==> src/sv/bfsp_pkg.sv <==
// Shared types and constants for the Bellman-Ford shortest path block.
// Used by the controller, the datapath and the top level.
package bfsp_pkg;

   localparam int MAX_VERTICES_DEF = 32;
   localparam int MAX_EDGES_DEF    = 256;

   localparam int ID_W     = 5;
   localparam int WEIGHT_W = 16;
   localparam int DIST_W   = 32;
   localparam int VC_W     = 6;
   localparam int EDGE_W   = 2 * ID_W + WEIGHT_W;

   localparam logic [VC_W-1:0] VC_RESET  = 6'd5;
   localparam logic [ID_W-1:0] SRC_RESET = 5'd1;

   localparam int CSR_ADDR_W = 3;
   localparam logic CSR_IDX_VC  = 1'b0;
   localparam logic CSR_IDX_SRC = 1'b1;

   typedef enum logic [2:0] {
      ST_LOAD,
      ST_INIT,
      ST_FETCH,
      ST_DREAD,
      ST_RELAX,
      ST_VREAD,
      ST_VLOAD,
      ST_VSHOW
   } state_type;

   typedef struct packed {
      logic load;
      logic init;
      logic fetch;
      logic dread;
      logic relax;
      logic vread;
      logic vload;
      logic vnext;
      logic finish;
   } cmd_type;

   typedef struct packed {
      logic no_pass;
      logic relax_last;
      logic vert_last;
   } status_type;

endpackage

==> src/sv/bfsp_ctrl.sv <==
// Sequencer for load, relaxation passes and result output.
// Depends on bfsp_pkg; drives the datapath through cmd_type.
module bfsp_ctrl
   import bfsp_pkg::*;
(
   input  logic       clock,
   input  logic       reset,
   input  logic       req_tvalid,
   input  logic       req_tlast,
   output logic       req_tready,
   output logic       rsp_tvalid,
   input  logic       rsp_tready,
   input  status_type status,
   output cmd_type    cmd
);

   state_type state_ff, state_in;

   always_ff @(posedge clock) begin
      if (reset) begin
         state_ff <= ST_LOAD;
      end else begin
         state_ff <= state_in;
      end
   end

   always_comb begin
      state_in = state_ff;
      case (state_ff)
         ST_LOAD: begin
            if (req_tvalid && req_tlast) state_in = ST_INIT;
         end
         ST_INIT: begin
            state_in = status.no_pass ? ST_VREAD : ST_FETCH;
         end
         ST_FETCH: state_in = ST_DREAD;
         ST_DREAD: state_in = ST_RELAX;
         ST_RELAX: begin
            state_in = status.relax_last ? ST_VREAD : ST_FETCH;
         end
         ST_VREAD: state_in = ST_VLOAD;
         ST_VLOAD: state_in = ST_VSHOW;
         ST_VSHOW: begin
            if (rsp_tready) state_in = status.vert_last ? ST_LOAD : ST_VREAD;
         end
         default: state_in = ST_LOAD;
      endcase
   end

   always_comb begin
      cmd        = '0;
      req_tready = 1'b0;
      rsp_tvalid = 1'b0;
      case (state_ff)
         ST_LOAD: begin
            req_tready = 1'b1;
            cmd.load   = req_tvalid;
         end
         ST_INIT:  cmd.init  = 1'b1;
         ST_FETCH: cmd.fetch = 1'b1;
         ST_DREAD: cmd.dread = 1'b1;
         ST_RELAX: cmd.relax = 1'b1;
         ST_VREAD: cmd.vread = 1'b1;
         ST_VLOAD: cmd.vload = 1'b1;
         ST_VSHOW: begin
            rsp_tvalid = 1'b1;
            cmd.vnext  = rsp_tready && !status.vert_last;
            cmd.finish = rsp_tready && status.vert_last;
         end
         default: cmd = '0;
      endcase
   end

endmodule

==> config.mk <==
export PLATFORM = sky130hd
export DESIGN_NAME = bfsp_ctrl
export DESIGN_NICKNAME = d
export VERILOG_FILES = /design/src/sv/bfsp_pkg.sv /design/src/sv/bfsp_ctrl.sv
export SDC_FILE = /design/constraint.sdc
export NUM_CORES = 1
export LEC_CHECK = 0
export ABC_AREA = 1
export BUFFER_PORTS_ARGS = -buffer_cell sky130_fd_sc_hd__buf_2
export CORE_AREA = 8 8 45 47
export CTS_CLUSTER_SIZE = 28
export DETAILED_ROUTE_END_ITERATION = 10
export DIE_AREA = 0 0 53 55
export PLACE_DENSITY = 0.53
export SLEW_MARGIN = 40
export SYNTH_ARGS = -nofsm -noshare
export SYNTH_HDL_FRONTEND = slang
export SYNTH_SLANG_ARGS = --single-unit
==> constraint.sdc <==
create_clock -name clock -period 2.1 [get_ports clock]
set_input_delay 0 -clock clock [delete_from_list [all_inputs] [get_ports clock]]
set_output_delay 0 -clock clock [all_outputs]
set_load 0.005 [all_outputs]
== Yosys cells after proc, flatten, opt, wreduce, memory -nomap -nowiden ==
Cells that the tools add are included.
Storage, ports and cells
  input bits: 8
  output and inout port bits: 11
  word-level logic and storage cells: 32
  flip-flop bits (word level): 3
Operators by class
  reduce and logical (&&, ||, !) cells: 6
  muxes and demuxes: 16
  equal/unequal tests: 9
Operators with widths (count)
  case mux 3 bit (8 select lines): 1
  2-to-1 mux 3 bit: 5
  equality test 3 bit, second input constant: 4
  2-to-1 mux 1 bit: 9
  equality test 3 x 2 -> 1 bit, second input constant: 2
  != test 2 bit, second input constant: 2
  equality test 3 x 1 -> 1 bit, second input constant: 1
  logical AND 1 bit: 3
  logical NOT 3 bit: 1
  2-to-1 mux 2 bit: 1
  AND reduction 2 bit: 1
  logical NOT 1 bit: 1

== Depth between registers and ports, before layout ==
Gate-level depths: netlist (run 1).
  depth in word-level cells: 3
  gate-level depth with buffers: 8
  mapped depth without buffers: 7

== Worst setup path after synthesis (run 1) ==
Ideal clock, no wire load.
  path kind: register to register
  from: register state_ff[1]
  to: register state_ff[0]
  setup slack: 1.134 ns
  setup time: 0.110 ns
  required time: 1.990 ns
  arrival time: 0.856 ns
  period minus slack after synthesis: 0.966 ns
  cell stages (with the launch flop): 8
  buffers on the path: 1
  path through: dfxtp_1 > buf_4 > nor2_1 > nor2_1 > nor2_2 > nand2_1 > nor2_2 > nor2_2
Between the ends
  word-level cells in the longest chain between the ends: 3
  elaborated cells between the ends (all ways): 12
  classes of those cells: 9 x eq/ne; 1 x mux; 2 x reduce/logical
Ends and longest elaborated chain
  from (decl): RTL line bfsp_ctrl.sv:17  | state_type state_ff, state_in;
  from (signal assigned): RTL line bfsp_ctrl.sv:23  | state_ff <= state_in;
  equality test 3 bit or logical NOT 3 bit (tied branches): RTL line bfsp_ctrl.sv:29  | case (state_ff)
  != test 2 bit (no line)
  AND reduction 2 bit (no line)
Several ways; a longest one is shown, not always the timed one.
A chain may end at the register's enable or synchronous reset.

==> flow_summary.json, run 1 <==
{
  "final_core_util": 0.311,
  "post_synth_num_cell_types": 15,
  "final_area_sq_um": 430,
  "wl_per_cell_um": 8.44,
  "syn_avg_cell_area_sq_um": 5.72,
  "die_y_um": 55,
  "timing.rr.start": "state_ff[1]",
  "routed_wl_um": 751,
  "cts_max_path_buffers": 2,
  "ys_top_cells_by_area": "dfxtp_1, nand2_1, nor2_2, inv_1, nor2_1",
  "timing.fmax_ghz": 0.810,
  "drt_iter0_markers": 5,
  "p_sw_frac": 0.416,
  "largest_register_ffs": 3,
  "antenna_found_initial": 0,
  "via_count": 361,
  "drv_slew": 0,
  "ant_nets": 0,
  "top_register": "state_ff",
  "core_area_sq_um": 1380,
  "startpoint_type": "flop",
  "slew_headroom": 0.748,
  "place_congestion": 0.748,
  "grt_usage": 0.0579,
  "synth.most_common_cell": "nand2_1",
  "drv_cap": 0,
  "synth_top_area_cell": "dfxtp_1",
  "internal_power_mw": 0.223,
  "finalSetupViolCount": 0,
  "drive_gt1_frac": 0.466,
  "synth_top_area_frac": 0.206,
  "final.min_clock_period_ps": 1230,
  "worstSetupStartpoint": "state_ff[1]",
  "seq_area_sq_um": 60.1,
  "syn_area_sq_um": 292,
  "finalCritPeriodShare": 0.588,
  "rows": 14,
  "dp.cells": 84,
  "worstSetupPathType": "reg2out",
  "p_comb_frac": 0.464,
  "clock_power_share": 0.264,
  "clock_latency_ps": 230,
  "tns_ps": 0,
  "synth_seq_area_share": 0.206,
  "synth_common_cells": "nand2_1, inv_1, nor2_1, nor2_2",
  "cp.arrival_ps": 1230,
  "min_path_type": "in2reg",
  "yosys_most_used_dff": "dfxtp_1",
  "syn-num-nets": 59,
  "start_util": 0.211,
  "power.leakage_nw": 0.270,
  "diodes": 0,
  "dp_hpwl_um": 659,
  "rsz0062_at_grt": "false",
  "required_ps": 2100,
  "synth_edf_count": 0,
  "grt_max_degree": 11,
  "cts_buffers": 3,
  "grt_pass1_vias": 337,
  "stdcell_count": 89,
  "clock_sinks": 3,
  "port_buffers": 18,
  "routed_via_density": 4.06,
  "end_kind": "output port",
  "cp-endpoint": "cmd[1]",
  "clkTransAtPathRegs_ps": 40,
  "ys_ff_latch": 3,
  "finalHoldViolCount": 0,
  "power_density_nw_per_um2": 887,
  "place_area_sq_um": 394,
  "yosys_warnings": 0,
  "tritoncts": "yes",
  "status": "finished clean",
  "async_flop_share": 0,
  "drt-pass1-iter-count": 4,
  "route.detailed.drc": 0,
  "r2r-end": "state_ff[0]",
  "fin_nets": 82,
  "irDropWorstVdd_uv": 355,
  "top_level_ports": 19,
  "htreeDepth": 1,
  "path_max_fanout": 10,
  "reg2reg_setup_slack_ps": 990,
  "largest_registers": "state_ff (3)",
  "area_growth_pct": 47.6,
  "power.net_switching_mw": 0.159,
  "overflow": 0,
  "clock-skew-final_ps": 0.464,
  "fp.dieArea_sq_um": 2920,
  "num-fill-cells": 165,
  "fp.dieW_um": 53,
  "p_seq_frac": 0.272,
  "ctsResizeCount": 0,
  "grt_pass1_wl_um": 1280,
  "clockRootBuffer": "clkbuf_4",
  "synthCells": 51,
  "worst_r2r_path_depth": 6,
  "post_cts_buffers": 0,
  "worstMarginPinSlew_ps": 377,
  "multiInputGateArea_sq_um": 183
}
==> worst min-delay path by stage <==
| stage | endpoint | cells after the start | slack [ps] | startpoint |
|---|---|---|---|---|
| finish | state_ff[1] | 4 | 50 | status[1] |
| global route | state_ff[1] | 4 | 70 | status[1] |
| CTS | state_ff[1] | 4 | 50 | status[1] |
| detailed placement | state_ff[1] | 2 | 170 | reset |
| global placement | state_ff[1] | 2 | 180 | reset |
| floorplan | cmd[1] | 1 | 40 | status[0] |
==> area by class of cell <==
| class | count | area share |
|---|---|---|
| clock buffers | 4 | 0.0610 |
| inverters | 11 | 0.0959 |
| multi-input cells | 36 | 0.424 |
| flip-flops and latches | 3 | 0.140 |
| well taps | 16 | 0.0465 |
| repair buffers | 19 | 0.233 |
==> timing repair <==
action                                 in CTS  in global routing
setup endpoints to repair                   0                  0
endpoints found under the hold margin       1                  0
hold buffers                                1                  0
==> logic make-up (layout without fill, tap and decap cells) <==
kind of cell           after synthesis  in the layout  share of synthesized area
buffers and inverters               12             34                      0.167
flip-flops                           3              3                      0.206
AO/OA/AOI/OAI                        2              2                     0.0472
AND/OR/NAND/NOR                     34             34                      0.579
==> power groups by stage <==
stage | sequential [mW] | combinational [mW] | clock [mW]
after floorplan | 0.0881 | 0.139 | 0
after global placement | 0.105 | 0.180 | 0
after detailed placement | 0.105 | 0.179 | 0
after CTS | 0.104 | 0.182 | 0.105
after global routing | 0.106 | 0.209 | 0.115
final | 0.104 | 0.177 | 0.101
==> critical path, cell delays in order, from the launching register on <==
cell and delay (ps):
dfxtp_1 540, nand3_2 190, nor3_1 150, buf_2 130
==> per-stage QoR <==
stage | power [mW] | setup slack (ps) | hold WS [ps]
2_1_floorplan | 0.227 | 1130 | 36.5
3_3_place_gp | 0.285 | 975 | 181
3_5_place_dp | 0.284 | 983 | 174
4_1_cts | 0.391 | 840 | 48.4
5_1_grt | 0.430 | 784 | 70.0
6_report | 0.382 | 866 | 50.5
==> routing by layer <==
layer / track usage / up-vias / wire (um)
li1: - / 198 / -
met1: 0.0592 / 150 / 314
met2: 0.0977 / 11 / 357
met3: 0.0214 / 2 / 68
met4: 0.0388 / 0 / 11
met5: 0 / - / 0
==> placed cells by master (no fill, tap or decap) <==
cell	netlist	layout
a21boi_1	1	1
a31oi_1	1	1
buf_2	0	18
clkbuf_1	0	1
clkbuf_4	0	3
dfxtp_1	3	3
dlygate4sd3_1	0	1
inv_1	8	8
inv_2	3	3
nand2_1	11	11
nand2_2	3	3
nand3_1	3	3
nand3_2	1	1
nand4_1	1	1
nor2_1	6	6
nor2_2	6	6
nor3_1	2	2
nor3b_1	1	1
(Power assumes the default switching activity.)
==> inputs of run 2 (changes only) <==
--- a/config.mk
+++ b/config.mk
@@ -5,13 +5,13 @@
 export SDC_FILE = /design/constraint.sdc
 export NUM_CORES = 1
 export LEC_CHECK = 0
-export ABC_AREA = 1
+export ABC_AREA = 0
 export BUFFER_PORTS_ARGS = -buffer_cell sky130_fd_sc_hd__buf_2
 export CORE_AREA = 8 8 45 47
 export CTS_CLUSTER_SIZE = 28
 export DETAILED_ROUTE_END_ITERATION = 10
 export DIE_AREA = 0 0 53 55
-export PLACE_DENSITY = 0.53
+export PLACE_DENSITY = 0.54
 export SLEW_MARGIN = 40
 export SYNTH_ARGS = -nofsm -noshare
 export SYNTH_HDL_FRONTEND = slang
==> constraint.sdc (replaced) <==
create_clock -name clock -period 1.2 [get_ports clock]
set_input_delay 0 -clock clock [delete_from_list [all_inputs] [get_ports clock]]
set_output_delay 0 -clock clock [all_outputs]
set_load 0.005 [all_outputs]
==> run 2 against run 1 <==
  * Flip-flop and latch count did not move
  * Sequential share of layout area increased by 0.19 points
  * Area after synthesis increased by 3.9%
  * Design area increased by 17%
  * Largest power group unchanged
==> flow_summary.json, run 2 <==
{
  "die_y_um": 55,
  "top_register": "state_ff",
  "fin_nets": 70,
  "layout_setup_ws_ps": 29.9,
  "holdWs_ps": 17.5,
  "power.leakage_nw": 0.253,
  "crit_path_cell_trace": "buf_4, o21ba_2, a211oi_2, a221oi_2",
  "overflow": 0,
  "largest_register_ffs": 3,
  "status": "finished clean",
  "worstSetupPathType": "reg2reg",
  "final_cell_mix": "buf_2, nor2_1, clkbuf_4, buf_4, dfxtp_4",
  "stdcell_count": 77,
  "rsz0062_at_grt": "true",
  "startpoint_type": "flop",
  "syn_avg_cell_area_sq_um": 8.41,
  "cp.arrival_ps": 1280,
  "cts_max_path_buffers": 2,
  "start_util": 0.219,
  "cts_buffers": 3,
  "largest_registers": "state_ff (3)",
  "end_kind": "flop",
  "clock-skew-final_ps": 1.95,
  "routed_via_density": 4.82,
  "wl_per_cell_um": 12.4,
  "fp.dieW_um": 53,
  "route.detailed.drc": 0,
  "clkTransAtPathRegs_ps": 40,
  "synth_common_cells": "dfxtp_1, nor2_1, nor3b_1",
  "slew_headroom": 0.852,
  "drt_iter0_markers": 7,
  "synth_top_area_frac": 0.198,
  "finalSetupViolCount": 0,
  "area_growth_pct": 66.5,
  "clock_sinks": 3,
  "synth_seq_area_share": 0.198,
  "synth_edf_count": 0,
  "grt_usage": 0.0721,
  "via_count": 371,
  "timing.fmax_ghz": 0.855,
  "yosys_most_used_dff": "dfxtp_1",
  "fp.dieArea_sq_um": 2920,
  "ant_nets": 0,
  "cp_slowest_cell": "dfxtp_4",
  "crit_family": "compound AO/OA/AOI/OAI gates",
  "tritoncts": "yes",
  "drv_cap": 0,
  "antenna_found_initial": 0,
  "core_area_sq_um": 1380,
  "async_flop_share": 0,
  "worstMarginPinSlew_ps": 221,
  "synth_top_area_cell": "dfxtp_1",
  "required_ps": 1310,
  "rows": 14,
  "grt_pass1_wl_um": 1550,
  "dp_hpwl_um": 715,
  "path_max_fanout": 7,
  "grt_max_degree": 14,
  "htreeDepth": 1,
  "final_area_sq_um": 504,
  "routed_wl_um": 954,
  "dp.cells": 70,
  "yosys_warnings": 0,
  "post_synth_num_cell_types": 24,
  "power_density_nw_per_um2": 2280,
  "ys_top_cells_by_area": "dfxtp_1, nor3b_1, and3b_1, a221oi_2, buf_4",
  "synthCells": 36,
  "clockRootBuffer": "clkbuf_4",
  "clock_latency_ps": 230,
  "drv_slew": 0,
  "place_ws_ps": 51.9,
  "min_path_type": "in2reg",
  "place_area_sq_um": 409,
  "cp_slowest_stage_delay_ps": 360,
  "ys_ff_latch": 3,
  "grt_pass1_vias": 372,
  "syn-num-nets": 44,
  "irDropWorstVdd_uv": 923,
  "crit_buf_inv": 1,
  "finalCritPeriodShare": 0.975,
  "num-fill-cells": 147,
  "final_common_cell": "buf_2",
  "drive_gt1_frac": 0.607,
  "diodes": 0,
  "syn_area_sq_um": 303,
  "port_buffers": 18,
  "finalHoldViolCount": 0,
  "final.min_clock_period_ps": 1170,
  "drt-pass1-iter-count": 2,
  "place_congestion": 0.778,
  "final_core_util": 0.364,
  "top_level_ports": 19
}
run 2: cell type report:
cell class / instances / area [sq um] / area share
Clock buffer: 4 / 26.3 / 0.0521
Tap cell: 16 / 20.0 / 0.0397
Sequential cell: 3 / 71.3 / 0.141
Multi-Input combinational cell: 29 / 229 / 0.454
Timing Repair Buffer: 24 / 154 / 0.305
Inverter: 1 / 3.75 / 0.00744
run 2: where the power goes:
group | switching, mW | leakage, nW | internal, mW
logic | 0.291 | 0.211 | 0.421
registers | 0.0922 | 0.0267 | 0.170
clock network | 0.0520 | 0.0150 | 0.125
run 2: routing by layer:
metal	share of wire	global-route usage
met1	0.42	0.0713
met2	0.51	0.119
met3	0.039	0.0160
met4	0.030	0.0776
met5	0	0
run 2: repair_timing:
item / 4_1_cts / 5_1_grt
hold buffers: 1 / 0
buffers inserted: 1 / 2
pin swaps: 2 / 3
setup endpoints to repair: 4 / 4
hold endpoints to repair: 3 / 0
resized for setup: 5 / 5
run 2: cells by family after synthesis:
family	after synthesis	synth area share
flops	3	0.198
simple gates	20	0.434
buf+inv	4	0.0991
compound gates	9	0.269
run 2: per-stage QoR:
step                      total power [mW]  TNS, ps
final                                 1.15        0
after global routing                  1.26    -67.7
after CTS                             1.04        0
after detailed placement             0.783        0
after global placement               0.775        0
after floorplan                      0.611        0
run 2: final timing paths:
| kind | cells past startpoint | slack [ps] | startpoint | endpoint |
|---|---|---|---|---|
| setup / recovery | 4 | 30 | state_ff[1] | state_ff[0] |
| hold / removal | 3 | 20 | req_tlast | state_ff[0] |
| setup reg to reg | 4 | 30 | state_ff[1] | state_ff[0] |
| hold reg to reg | 2 | 620 | state_ff[0] | state_ff[1] |
run 2: tightest hold or removal path: cells and delay by family:
family / cells / cell delay, ps
buffers and inverters: 1 / 90
and+or+nand+nor: 1 / 60
AOI/OAI and AO/OA: 1 / 50
==> inputs of run 3 (changes only) <==
--- a/config.mk
+++ b/config.mk
@@ -11,7 +11,7 @@
 export CTS_CLUSTER_SIZE = 28
 export DETAILED_ROUTE_END_ITERATION = 10
 export DIE_AREA = 0 0 53 55
-export PLACE_DENSITY = 0.54
+export PLACE_DENSITY = 0.48
 export SLEW_MARGIN = 40
 export SYNTH_ARGS = -nofsm -noshare
 export SYNTH_HDL_FRONTEND = slang
==> run 3 against run 2 <==
  * Combinational power rose by 18%
  * Power grew 10%
  * Final cell count up 6.5%
  * Wire length increased by 8.9%
  * Critical path depth did not move
  * Flip-flop and latch count did not move
  * Critical path type unchanged
==> flow_summary.json, run 3 (synthesis gave the netlist of run 2 again) <==
{
  "reg2reg_setup_slack_ps": 40,
  "rows": 14,
  "final_cell_mix": "buf_2, buf_6, buf_4",
  "holdWs_ps": 41.8,
  "route.detailed.drc": 0,
  "final_common_cell": "buf_2",
  "finalCritPeriodShare": 0.965,
  "cts_max_path_buffers": 2,
  "tritoncts": "yes",
  "top_level_ports": 19,
  "status": "finished clean",
  "routed_via_density": 4.43,
  "hold_start": "req_tlast",
  "drv_slew": 0,
  "place_congestion": 0.689,
  "clock_latency_ps": 230,
  "port_buffers": 18,
  "irDropWorstVdd_uv": 805,
  "start_util": 0.219,
  "cts_buffers": 3,
  "antenna_found_initial": 0,
  "power_density_nw_per_um2": 2280,
  "clock-skew-final_ps": 1.57,
  "whs_path_depth": 3,
  "worst_r2r_path_depth": 4,
  "r2r-end": "state_ff[0]",
  "rsz0062_at_grt": "true",
  "total_power_mw": 1.27,
  "drt_iter0_markers": 1,
  "drive_gt1_frac": 0.652,
  "core_area_sq_um": 1380,
  "largest_registers": "state_ff (3)",
  "timing.rr.start": "state_ff[2]",
  "final.min_clock_period_ps": 1160,
  "drt-pass1-iter-count": 2,
  "power.leakage_nw": 0.272,
  "finalSetupViolCount": 0,
  "area_growth_pct": 83.5,
  "slew_headroom": 0.852,
  "fp.dieArea_sq_um": 2920,
  "grt_pass1_vias": 355,
  "grt_max_degree": 9,
  "fin_nets": 75,
  "min_delay_worst_endpoint": "state_ff[0]",
  "finalHoldViolCount": 0,
  "worstSetupPathType": "reg2reg",
  "end_kind": "flop",
  "grt_usage": 0.0688,
  "path_max_fanout": 4,
  "via_count": 363,
  "worstMarginPinSlew_ps": 221,
  "clockRootBuffer": "clkbuf_4",
  "clkTransAtPathRegs_ps": 40,
  "die_y_um": 55,
  "grt_pass1_wl_um": 1490,
  "largest_register_ffs": 3,
  "min_path_type": "in2reg",
  "clock_sinks": 3,
  "overflow": 0,
  "required_ps": 1330,
  "dp_hpwl_um": 716,
  "fp.dieW_um": 53,
  "drv_cap": 0,
  "top_register": "state_ff",
  "routed_wl_um": 1040,
  "startpoint_type": "flop",
  "htreeDepth": 1,
  "ant_nets": 0,
  "diodes": 0,
  "wl_per_cell_um": 12.7,
  "timing.fmax_ghz": 0.864,
  "cp.arrival_ps": 1290
}
[run 3: worst max-delay path by stage]
| stage | from | endpoint | slack (ps) | cells after the start |
|---|---|---|---|---|
| after floorplan | state_ff[2] | state_ff[0] | 160 | 3 |
| after global placement | state_ff[1] | state_ff[0] | 60 | 3 |
| after detailed placement | state_ff[2] | state_ff[0] | 40 | 3 |
| after CTS | state_ff[2] | cmd[8] | 7 | 4 |
| after global routing | state_ff[0] | cmd[8] | -40 | 4 |
| final | state_ff[2] | state_ff[0] | 40 | 4 |
[run 3: timing repair]
item	4_1_cts	5_1_grt
pin swaps	1	2
gates resized for setup	6	10
setup buffers	3	3
hold buffers	1	0
endpoints found under the hold margin	3	0
gates cloned	0	0
endpoints found under the setup margin	4	4
[run 3: layout make-up]
class	count	area, sq um
fillers	148	828
multi-input cells	29	234
repair buffers	29	200
flip-flops and latches	3	71.3
clock buffers	4	26.3
well taps	16	20.0
inverters	1	3.75
[run 3: stage by stage]
stage | setup slack (ps) | setup TNS [ps] | utilization | instance area (sq um) | instances
after floorplan | 165 | 0 | - | 303 | 36
after global routing | -42.8 | -66.5 | 0.401 | 556 | 82
after global placement | 62.0 | 0 | 0.301 | 417 | 71
after CTS | 7.20 | 0 | 0.356 | 493 | 79
final | 42.2 | 0 | 0.401 | 556 | 82
after detailed placement | 40.8 | 0 | 0.301 | 417 | 71
[run 3: report_power, final]
group          switching (mW)  total, mW  internal (mW)  leakage [nW]
sequential             0.0783      0.248          0.170        0.0267
combinational           0.338      0.842          0.504         0.230
clock                  0.0519      0.176          0.125        0.0150
[run 3: worst max-delay path: stages (launching register included)]
cell      delay, ps
dfxtp_4         350
buf_6           120
and4bb_2        290
a211oi_2         50
a221oi_2        250
[run 3: per-layer routing]
layer	wire (um)	global-route usage	vias up	share of wire
met5	0	0	-	0
met4	0	0.0388	0	0
met3	97	0.0348	0	0.093
met2	561	0.117	9	0.54
met1	380	0.0667	163	0.37
li1	-	-	191	-
